**src/hw/rtl/calendar_to_epoch_seconds_assert.svh**
```systemverilog
// ----------------------------------------------------------------------------
// Calendar to epoch seconds: assertion macros
// Shared concurrent-assertion forms for the conversion pipeline.
// ----------------------------------------------------------------------------
`ifndef CALENDAR_TO_EPOCH_SECONDS_ASSERT_SVH
`define CALENDAR_TO_EPOCH_SECONDS_ASSERT_SVH

// same-cycle implication, disabled in reset
`define C2ES_ASSERT_NOW(lbl, clk, rst, ante, cons, msg) \
   lbl: assert property (@(posedge clk) disable iff (rst) (ante) |-> (cons)) else $error(msg);

// next-cycle implication, disabled in reset
`define C2ES_ASSERT_NEXT(lbl, clk, rst, ante, cons, msg) \
   lbl: assert property (@(posedge clk) disable iff (rst) (ante) |=> (cons)) else $error(msg);

`endif

```
**src/hw/rtl/c2es_pkg.sv**
```systemverilog
// ----------------------------------------------------------------------------
// Calendar to epoch seconds: package
// Register indexes, field widths and month tables.
// ----------------------------------------------------------------------------
`default_nettype none

package c2es_pkg;

   localparam int unsigned ZoneW  = 17;
   localparam int unsigned YearW  = 7;
   localparam int unsigned MonthW = 4;
   localparam int unsigned DayW   = 5;
   localparam int unsigned HourW  = 5;
   localparam int unsigned MinW   = 6;
   localparam int unsigned SecW   = 6;
   localparam int unsigned EpochW = 33;
   localparam int unsigned CsrIdxW = 2;

   localparam int unsigned ReqDataW = 40;
   localparam int unsigned RspDataW = 40;

   localparam logic [CsrIdxW-1:0] REG_ZONE_OFFSET = 2'd0;
   localparam logic [CsrIdxW-1:0] REG_MIN_YEAR    = 2'd1;
   localparam logic [CsrIdxW-1:0] REG_MAX_YEAR    = 2'd2;

   localparam logic [ZoneW-1:0] ZONE_RESET     = '0;
   localparam logic [YearW-1:0] MIN_YEAR_RESET = 7'd70;
   localparam logic [YearW-1:0] MAX_YEAR_RESET = 7'd99;

   typedef logic [MonthW-1:0] month_type;

   // days before the first of the month; invalid high months count a full year
   function automatic logic [8:0] month_start(input month_type m);
      logic [8:0] d;
      case (m)
         4'd0:    d = 9'd0;
         4'd1:    d = 9'd0;
         4'd2:    d = 9'd31;
         4'd3:    d = 9'd59;
         4'd4:    d = 9'd90;
         4'd5:    d = 9'd120;
         4'd6:    d = 9'd151;
         4'd7:    d = 9'd181;
         4'd8:    d = 9'd212;
         4'd9:    d = 9'd243;
         4'd10:   d = 9'd273;
         4'd11:   d = 9'd304;
         4'd12:   d = 9'd334;
         default: d = 9'd365;
      endcase
      return d;
   endfunction

   // days in the month, zero for an invalid month
   function automatic logic [4:0] month_length(input month_type m, input logic leap);
      logic [4:0] d;
      case (m)
         4'd2:                      d = leap ? 5'd29 : 5'd28;
         4'd4, 4'd6, 4'd9, 4'd11:   d = 5'd30;
         4'd1, 4'd3, 4'd5, 4'd7,
         4'd8, 4'd10, 4'd12:        d = 5'd31;
         default:                   d = 5'd0;
      endcase
      return d;
   endfunction

endpackage

`default_nettype wire

```
**src/hw/rtl/calendar_to_epoch_seconds.sv**
```systemverilog
// ----------------------------------------------------------------------------
// Calendar to epoch seconds
// Converts a two-digit-year calendar stamp into seconds since 1970 plus a
// configured zone offset, and flags whether every field is in range.
// ----------------------------------------------------------------------------
// Throughput: one beat per cycle when the response side does not stall;
// three register stages (input, day count, result), each with its own
// valid, so stalls only back up full stages.
// Reset: synchronous active-high; clears all stage valids and loads the zone
// offset (0), min_year (70) and max_year (99).
`default_nettype none

module calendar_to_epoch_seconds (
   input  wire logic                          clock,
   input  wire logic                          reset,
   input  wire logic                          req_tvalid,
   output      logic                          req_tready,
   // month[3:0], day_of_month[8:4], year_in_century[15:9], hour[20:16],
   // minute[26:21], second[32:27], zero fill above
   input  wire logic [c2es_pkg::ReqDataW-1:0] req_tdata,
   output      logic                          rsp_tvalid,
   input  wire logic                          rsp_tready,
   // epoch_seconds[32:0], zero fill above
   output      logic [c2es_pkg::RspDataW-1:0] rsp_tdata,
   // fields_valid[0]
   output      logic                          rsp_tuser,
   input  wire logic                          csr_we,
   input  wire logic [c2es_pkg::CsrIdxW-1:0]  csr_index,
   input  wire logic [c2es_pkg::ZoneW-1:0]    csr_wdata
);
   import c2es_pkg::*;

   `include "calendar_to_epoch_seconds_assert.svh"

   logic [ZoneW-1:0]  zone_ff;
   logic [YearW-1:0]  min_year_ff;
   logic [YearW-1:0]  max_year_ff;

   logic              in_vld_ff, in_vld_in;
   logic [MonthW-1:0] in_month_ff;
   logic [DayW-1:0]   in_day_ff;
   logic [YearW-1:0]  in_year_ff;
   logic [HourW-1:0]  in_hour_ff;
   logic [MinW-1:0]   in_min_ff;
   logic [SecW-1:0]   in_sec_ff;

   logic              s1_vld_ff, s1_vld_in;
   logic [15:0]       s1_days_ff, s1_days_in;
   logic [16:0]       s1_tod_ff, s1_tod_in;
   logic              s1_ok_ff, s1_ok_in;

   logic              out_vld_ff, out_vld_in;
   logic [EpochW-1:0] out_epoch_ff, out_epoch_in;
   logic              out_ok_ff;

   logic              out_rdy, s1_rdy, in_rdy;
   logic              req_acc, s1_load, out_load;

   logic              leap;
   logic [14:0]       yr_ext;
   logic [14:0]       yr_days;
   logic [4:0]        max_day;
   logic [33:0]       secs;

   // configuration
   always_ff @(posedge clock) begin
      if (reset) begin
         zone_ff     <= ZONE_RESET;
         min_year_ff <= MIN_YEAR_RESET;
         max_year_ff <= MAX_YEAR_RESET;
      end else if (csr_we) begin
         case (csr_index)
            REG_ZONE_OFFSET: zone_ff     <= csr_wdata;
            REG_MIN_YEAR:    min_year_ff <= csr_wdata[YearW-1:0];
            REG_MAX_YEAR:    max_year_ff <= csr_wdata[YearW-1:0];
            default: ;
         endcase
      end
   end

   // flow control: a stage advances when empty or when the next one advances
   assign out_rdy    = !out_vld_ff || rsp_tready;
   assign s1_rdy     = !s1_vld_ff || out_rdy;
   assign in_rdy     = !in_vld_ff || s1_rdy;
   assign req_tready = in_rdy;
   assign req_acc    = req_tvalid && in_rdy;
   assign s1_load    = in_vld_ff && s1_rdy;
   assign out_load   = s1_vld_ff && out_rdy;

   always_comb begin
      in_vld_in  = in_rdy  ? req_tvalid : in_vld_ff;
      s1_vld_in  = s1_rdy  ? in_vld_ff  : s1_vld_ff;
      out_vld_in = out_rdy ? s1_vld_ff  : out_vld_ff;
   end

   // stage 1: day count, time of day, range checks
   always_comb begin
      leap    = (in_year_ff[1:0] == 2'b00);
      yr_ext  = {8'd0, in_year_ff};
      // (yr - 70) * 365 + leap days since 1970, valid for yr above 70
      yr_days = (in_year_ff > 7'd70)
              ? (yr_ext * 15'd365) - 15'd25550 + ((yr_ext + 15'd3) >> 2) - 15'd18
              : 15'd0;
      s1_days_in = {1'b0, yr_days}
                 + {7'd0, month_start(in_month_ff)}
                 + {15'd0, (leap && (in_month_ff > 4'd2))}
                 + {11'd0, in_day_ff}
                 - 16'd1;
      s1_tod_in  = ({12'd0, in_hour_ff} * 17'd3600)
                 + ({11'd0, in_min_ff} * 17'd60)
                 + {11'd0, in_sec_ff};
      max_day    = month_length(in_month_ff, leap);
      s1_ok_in   = (in_month_ff >= 4'd1) && (in_month_ff <= 4'd12)
                && (in_day_ff >= 5'd1) && (in_day_ff <= max_day)
                && (in_year_ff >= min_year_ff) && (in_year_ff <= max_year_ff)
                && (in_hour_ff < 5'd24) && (in_min_ff < 6'd60) && (in_sec_ff < 6'd60);
   end

   // stage 2: scale days to seconds, add time of day and zone offset
   always_comb begin
      secs = ($signed({{18{s1_days_ff[15]}}, s1_days_ff}) * $signed(34'sd86400))
           + $signed({17'd0, s1_tod_ff})
           + $signed({{17{zone_ff[ZoneW-1]}}, zone_ff});
      out_epoch_in = secs[EpochW-1:0];
   end

   always_ff @(posedge clock) begin
      if (reset) begin
         in_vld_ff  <= 1'b0;
         s1_vld_ff  <= 1'b0;
         out_vld_ff <= 1'b0;
      end else begin
         in_vld_ff  <= in_vld_in;
         s1_vld_ff  <= s1_vld_in;
         out_vld_ff <= out_vld_in;
      end
   end

   always_ff @(posedge clock) begin
      if (req_acc) begin
         in_month_ff <= req_tdata[3:0];
         in_day_ff   <= req_tdata[8:4];
         in_year_ff  <= req_tdata[15:9];
         in_hour_ff  <= req_tdata[20:16];
         in_min_ff   <= req_tdata[26:21];
         in_sec_ff   <= req_tdata[32:27];
      end
      if (s1_load) begin
         s1_days_ff <= s1_days_in;
         s1_tod_ff  <= s1_tod_in;
         s1_ok_ff   <= s1_ok_in;
      end
      if (out_load) begin
         out_epoch_ff <= out_epoch_in;
         out_ok_ff    <= s1_ok_ff;
      end
   end

   assign rsp_tvalid = out_vld_ff;
   assign rsp_tdata  = {{(RspDataW-EpochW){1'b0}}, out_epoch_ff};
   assign rsp_tuser  = out_ok_ff;

   `C2ES_ASSERT_NEXT(a_req_enters_input, clock, reset, req_acc, in_vld_ff,
      "accepted request beat not held in input stage")
   `C2ES_ASSERT_NOW(a_ok_days_nonneg, clock, reset, s1_vld_ff && s1_ok_ff,
      !s1_days_ff[15], "valid stamp with negative day count")
   `C2ES_ASSERT_NOW(a_ok_tod_range, clock, reset, s1_vld_ff && s1_ok_ff,
      s1_tod_ff < 17'd86400, "valid stamp with time of day past one day")
   `C2ES_ASSERT_NOW(a_full_pipe_stalls, clock, reset,
      out_vld_ff && !rsp_tready && s1_vld_ff && in_vld_ff, !req_tready,
      "request taken while every stage is full and stalled")

endmodule

`default_nettype wire
```
**config.mk**
```make
export PLATFORM = sky130hd
export DESIGN_NAME = calendar_to_epoch_seconds
export DESIGN_NICKNAME = d
export VERILOG_FILES = /design/src/hw/rtl/c2es_pkg.sv /design/src/hw/rtl/calendar_to_epoch_seconds.sv
export VERILOG_INCLUDE_DIRS = /design/src /design/src/hw/rtl
export SDC_FILE = /design/constraint.sdc
export NUM_CORES = 1
export LEC_CHECK = 0
export BUFFER_PORTS_ARGS = -buffer_cell sky130_fd_sc_hd__buf_4
export CAP_MARGIN = 20
export CORE_MARGIN = 10
export CORE_UTILIZATION = 24
export CTS_BUF_LIST = sky130_fd_sc_hd__clkbuf_8
export CTS_CLUSTER_DIAMETER = 120
export DETAILED_ROUTE_END_ITERATION = 8
export SETUP_SLACK_MARGIN = 0.4
export SLEW_MARGIN = 30
export SYNTH_ARGS = -nofsm -noshare
export SYNTH_HDL_FRONTEND = slang
export SYNTH_SLANG_ARGS = --single-unit
export TNS_END_PERCENT = 50
```
**constraint.sdc**
```tcl
create_clock -name clock -period 16.1 [get_ports clock]
set_clock_uncertainty 0.1 [all_clocks]
set_input_delay 0.805 -clock clock [delete_from_list [all_inputs] [get_ports clock]]
set_output_delay 0.805 -clock clock [all_outputs]
set_load 0.03 [all_outputs]
```
==> flow_summary.toml, run 1 <==
[clocking]
root_buffer = "clkbuf_8"
clock_latency_ns = 0.55
cts_buffer_depth = 2
postCtsHoldBufs = 0
clk_pin_slew_ns = 0.11
post_cts_buffers = 0
cts_buffers = 17
cts-htree-levels = 4
cts_tree = "yes"
cts.repair.resized = 0
cts_num_sinks = 144

[sta]
min_period_ns = 6.814
fin_setup_tns_ns = 0
finalCritPeriodShare_pct = 42.32
clock.fmax_ghz = 0.1468
rsz0062_at_grt = "false"
worst_slew_pin_slew_ns = 0.8052
max_slew_margin_pct = 46.25
hold_viol_final = 0
report.final.slew_viol_count = 0
setup_viol = 0

[synth]
async_reset_ff_share_pct = 0
synth_cells = 1520
synth-edff-count = 101
yosys.cell_count.top_type = "inv_1"
netlist_area_sq_mm = 0.01485
synth_area_per_cell_sq_um = 9.772
synth_top_area_share_pct = 24.77
ys_ff_latch = 144
synth-seq-area-share_pct = 26.22
synth_warnings = 0
synth_ff_type = "edfxtp_1"
synth_commonest_cells = "inv_1 (301), ha_1 (294), edfxtp_1 (101)"
yosys-top-cells-area = "ha_1 (25%), edfxtp_1 (20%), fa_1 (13%)"
synth_cell_types = 75
yosysTopAreaCell = "ha_1"

[floorplan]
num_io_pins = 107
rows = 91
dieHeight_um = 268.8
start_util_pct = 24.16
die_w_um = 268.8
die_area_sq_mm = 0.07224
core-area_sq_mm = 0.06148

[routing]
route.detailed.drc = 0
num_vias = 10350
wl_um = 31550
ant_nets = 0
wl_per_cell_um = 13.01
top_layer = "met4"
m1WireLength_um = 14820
wl_met3_um = 1007
drt-vias-per-instance = 4.268
met2_length_um = 15340
dr.pass1.iters = 6
drtIter0Drc = 316

[layout]
drive_above_1_share_pct = 9.302
syn2layout_area_growth_pct = 14.11
nFillCells = 6486
nets = 2073

[worst_setup_path]
slowest_delay_ns = 0.67
critical_path_class = "reg2reg"
cp.arrival_ns = 7.00
critical_path.endpoint_type = "flop"
start_kind = "flop"
path_common_cell = "ha_1"
critical_path.max_fanout = 10
critPathRequiredTime_ns = 16.29
cpMaxStageDelayCell = "edfxtp_1"

[flow_run]
cap_violations = 0

[global_routing]
grt_pass1_vias = 10620
grt_antenna_before_repair = 0
grt_max_degree = 35
grt_pass1_wl_um = 52460
grt_overflow_total = 0
grt.total_usage_pct = 9.028

[min_path]
hold_path_class = "in2reg"

[placement]
gp_congestion = 0.8280
io_buffers = 92
post-dp-hpwl_um = 26860

[outcome]
outcome = "finished clean"
==> cells in the final DEF, fill, tap and decap left out, types with 37 or more instances in the layout <==
cell type / count
inv_1: 301
ha_1: 294
edfxtp_1: 101
nand2_1: 97
buf_4: 96
a21oi_1: 95
fa_1: 94
xnor2_1: 78
nor2_1: 58
dfxtp_1: 43
o21ai_0: 41
a21o_1: 37
==> layout make-up <==
class / count / area [sq um] / share of cell area [%]
Inverter: 301 / 1130 / 6.666
Clock buffer: 17 / 234.0 / 1.380
Sequential cell: 144 / 3894 / 22.97
Antenna cell: 1 / 2.502 / 0.01476
Clock inverter: 15 / 187.7 / 1.107
Multi-Input combinational cell: 1060 / 9764 / 57.61
Timing Repair Buffer: 97 / 748.2 / 4.415
Tap cell: 790 / 988.4 / 5.832
==> metrics by stage <==
stage,setup slack (ns),hold slack (ns),utilization (%),cell area [sq um],instances
CTS,9.207,0.2532,27.56,16950,2424
finish,9.286,0.3231,27.57,16950,2425
global route,8.790,0.2626,27.56,16950,2424
floorplan,9.962,0.3003,-,14880,1526
detailed placement,9.248,0.3071,26.88,16520,2392
global placement,9.320,0.3065,26.82,16490,2391
==> kinds of logic (layout without fill, tap and decap cells) <==
| group | after synthesis | in the layout | synth area share, % |
|---|---|---|---|
| DFF | 144 | 144 | 26.22 |
| AOI/OAI and AO/OA | 278 | 278 | 12.25 |
| and+or+nand+nor | 280 | 280 | 9.241 |
| other | 1 | 8 | 0.02525 |
| adders and majority gates | 388 | 388 | 37.44 |
| buffers and inverters | 322 | 430 | 8.399 |
| xor gates and xnor gates | 93 | 93 | 5.484 |
| muxes | 14 | 14 | 0.9519 |
==> per-layer routing <==
metal  GRT usage, %  up-vias
li1               -     5337
met1          10.86     4879
met2          15.73      114
met3          2.216       19
met4          2.535        0
met5              0        -
==> flip-flops by register name, indices dropped and copies added, names as in the netlist, 7 cells and up, named ones only <==
register and cells:
zone_ff 17, min_year_ff 7, out_epoch_ff 33, max_year_ff 7, s1_tod_ff 17, in_year_ff 7, s1_days_ff 16
==> final timing paths <==
path,startpoint,depth (start not counted),slack [ns],endpoint
worst max-delay path,in_year_ff[2],25,9.29,s1_days_ff[14]
worst min-delay path,req_tdata[27],1,0.32,in_sec_ff[0]
worst max register to register,in_year_ff[2],25,9.29,s1_days_ff[14]
worst min register to register,in_sec_ff[0],0,0.33,s1_tod_ff[0]
==> worst max-delay path: cells and delay by family (launching register included) <==
kind	cells	cell delay, ns
adder cells (fa/ha/maj)	7	2.71
AO/OA/AOI/OAI	8	1.56
buffers and inverters	2	0.10
flip-flops	1	0.67
AND/OR/NAND/NOR	5	0.99
XOR/XNOR	3	0.41
Power of run 1 is left out: the tool's default activity adds up to more than one toggle a clock period on the data nets, which glitch-free logic cannot reach.
==> run 2, diff against run 1 <==
- clock period: 16.1 -> 6.1 ns (I/O delays scaled with it)
==> flow_summary.toml, run 2 (synthesis gave the netlist of run 1 again) <==
[layout]
largest-register = "out_epoch_ff"
drive_above_1_share_pct = 18.92
final_cell_mix = "inv_1 (292), ha_1 (260), buf_4 (165), edfxtp_1 (101)"
top_regs = "out_epoch_ff (33), s1_tod_ff (17), zone_ff (17)"
largest_reg_flops = 33
final_common_cell = "inv_1"
layout.cells.non_filler = 2546
nets = 2194
syn2layout_area_growth_pct = 26.12

[routing]
wl_met3_um = 939
m1WireLength_um = 15120
route.detailed.drc = 0
wl_per_cell_um = 13.21
drtIter0Drc = 407
dr.pass1.iters = 4
wl_um = 33630
ant_nets = 0
top_layer = "met4"
num_vias = 10920
met2_length_um = 17060
drt-vias-per-instance = 4.288

[sta]
setup_viol = 0
worst_slew_pin_slew_ns = 0.9028
hold_viol_final = 0
finalCritPeriodShare_pct = 98.52
min_period_ns = 6.010
clock.fmax_ghz = 0.1664
fin_setup_tns_ns = 0
rsz0062_at_grt = "true"
max_slew_margin_pct = 39.73
report.final.slew_viol_count = 0
setup_ws_ns = 0.09030

[min_path]
hold_start = "rsp_tready"
hold_path_class = "in2reg"
min_to = "rsp_tvalid"
whs_path_depth = 4

[flow_run]
cap_violations = 0

[placement]
numPlacedInstances = 2439
gp_congestion = 0.8309
post-dp-hpwl_um = 27590
post-place-ws_ns = -0.1144
io_buffers = 92

[floorplan]
core-area_sq_mm = 0.06148
num_io_pins = 107
rows = 91
die_w_um = 268.8
die_area_sq_mm = 0.07224
start_util_pct = 24.16
dieHeight_um = 268.8

[worst_setup_path]
reg2reg_depth = 23
regToRegStartpoint = "s1_days_ff[6]"
critPathRequiredTime_ns = 6.25
start_kind = "flop"
reg2reg_slack_ns = 0.09
cp.arrival_ns = 6.16
critical_path_class = "reg2reg"
critical_path.endpoint_type = "flop"
r2r_end = "out_epoch_ff[32]"
critical_path.max_fanout = 5

[clocking]
clock_latency_ns = 0.53
cts_buffers = 17
cts-htree-levels = 4
cts_buffer_depth = 2
root_buffer = "clkbuf_8"
cts_num_sinks = 144
cts_tree = "yes"
clk_pin_slew_ns = 0.09

[global_routing]
grt_pass1_wl_um = 55300
grt.total_usage_pct = 9.437
grt_pass1_vias = 11300
grt_antenna_before_repair = 1
grt_max_degree = 35
grt_overflow_total = 0

[outcome]
outcome = "finished clean"
[run 2: layout make-up]
type	instances	area, sq um
Fill cell	6304	42750
Clock inverter	15	146.4
Multi-Input combinational cell	1060	10570
Antenna cell	1	2.502
Inverter	301	1130
Sequential cell	144	3894
Tap cell	790	988.4
Timing Repair Buffer	218	1772
Clock buffer	17	234.0
[run 2: routing by layer]
metal / track usage (%) / vias to the layer above
met5: 0 / -
met4: 2.717 / 0
met3: 1.969 / 29
met2: 16.94 / 108
met1: 11.14 / 5219
li1: - / 5562
[run 2: repair_timing]
action / in CTS / in global routing
endpoints found under the setup margin: 16 / 21
pin swaps: 27 / 50
hold endpoints to repair: 64 / 0
setup buffers: 15 / 8
gates resized for setup: 46 / 60
hold buffers: 51 / 0
[run 2: worst max path at each step]
stage                                  end  slack, ns           from
after global placement    out_epoch_ff[32]      -0.04  s1_days_ff[6]
after global routing      out_epoch_ff[32]      -0.20  s1_days_ff[4]
final                     out_epoch_ff[32]       0.09  s1_days_ff[6]
after floorplan           out_epoch_ff[32]       0.39  s1_days_ff[4]
after CTS                 out_epoch_ff[32]       0.10  s1_days_ff[4]
after detailed placement  out_epoch_ff[32]      -0.11  s1_days_ff[7]
[run 2: stage by stage]
step                      hold slack [ns]  area, sq um  utilization (%)
after floorplan                    0.3003        15140                -
after CTS                        0.007764        18370            29.87
final                             0.07080        18730            30.47
after global placement             0.3048        17120            27.84
after detailed placement           0.3059        17120            27.84
after global routing              0.04847        18730            30.47
[run 2: critical path, cell delays in order, from the launching register on]
cell      delay, ns
edfxtp_1       0.45
ha_1           0.33
ha_1           0.31
fa_1           0.54
inv_1          0.05
fa_1           0.47
fa_1           0.54
inv_1          0.05
ha_2           0.32
nand2_2        0.09
a211o_1        0.30
nand3b_1       0.10
a21oi_2        0.06
xnor2_1        0.18
ha_1           0.29
ha_4           0.28
a21o_1         0.17
a21o_1         0.17
a21oi_2        0.18
o21ba_4        0.19
o311ai_4       0.09
o211ai_1       0.21
a31oi_1        0.12
xor2_1         0.15
Power of run 2 is left out for the same reason.
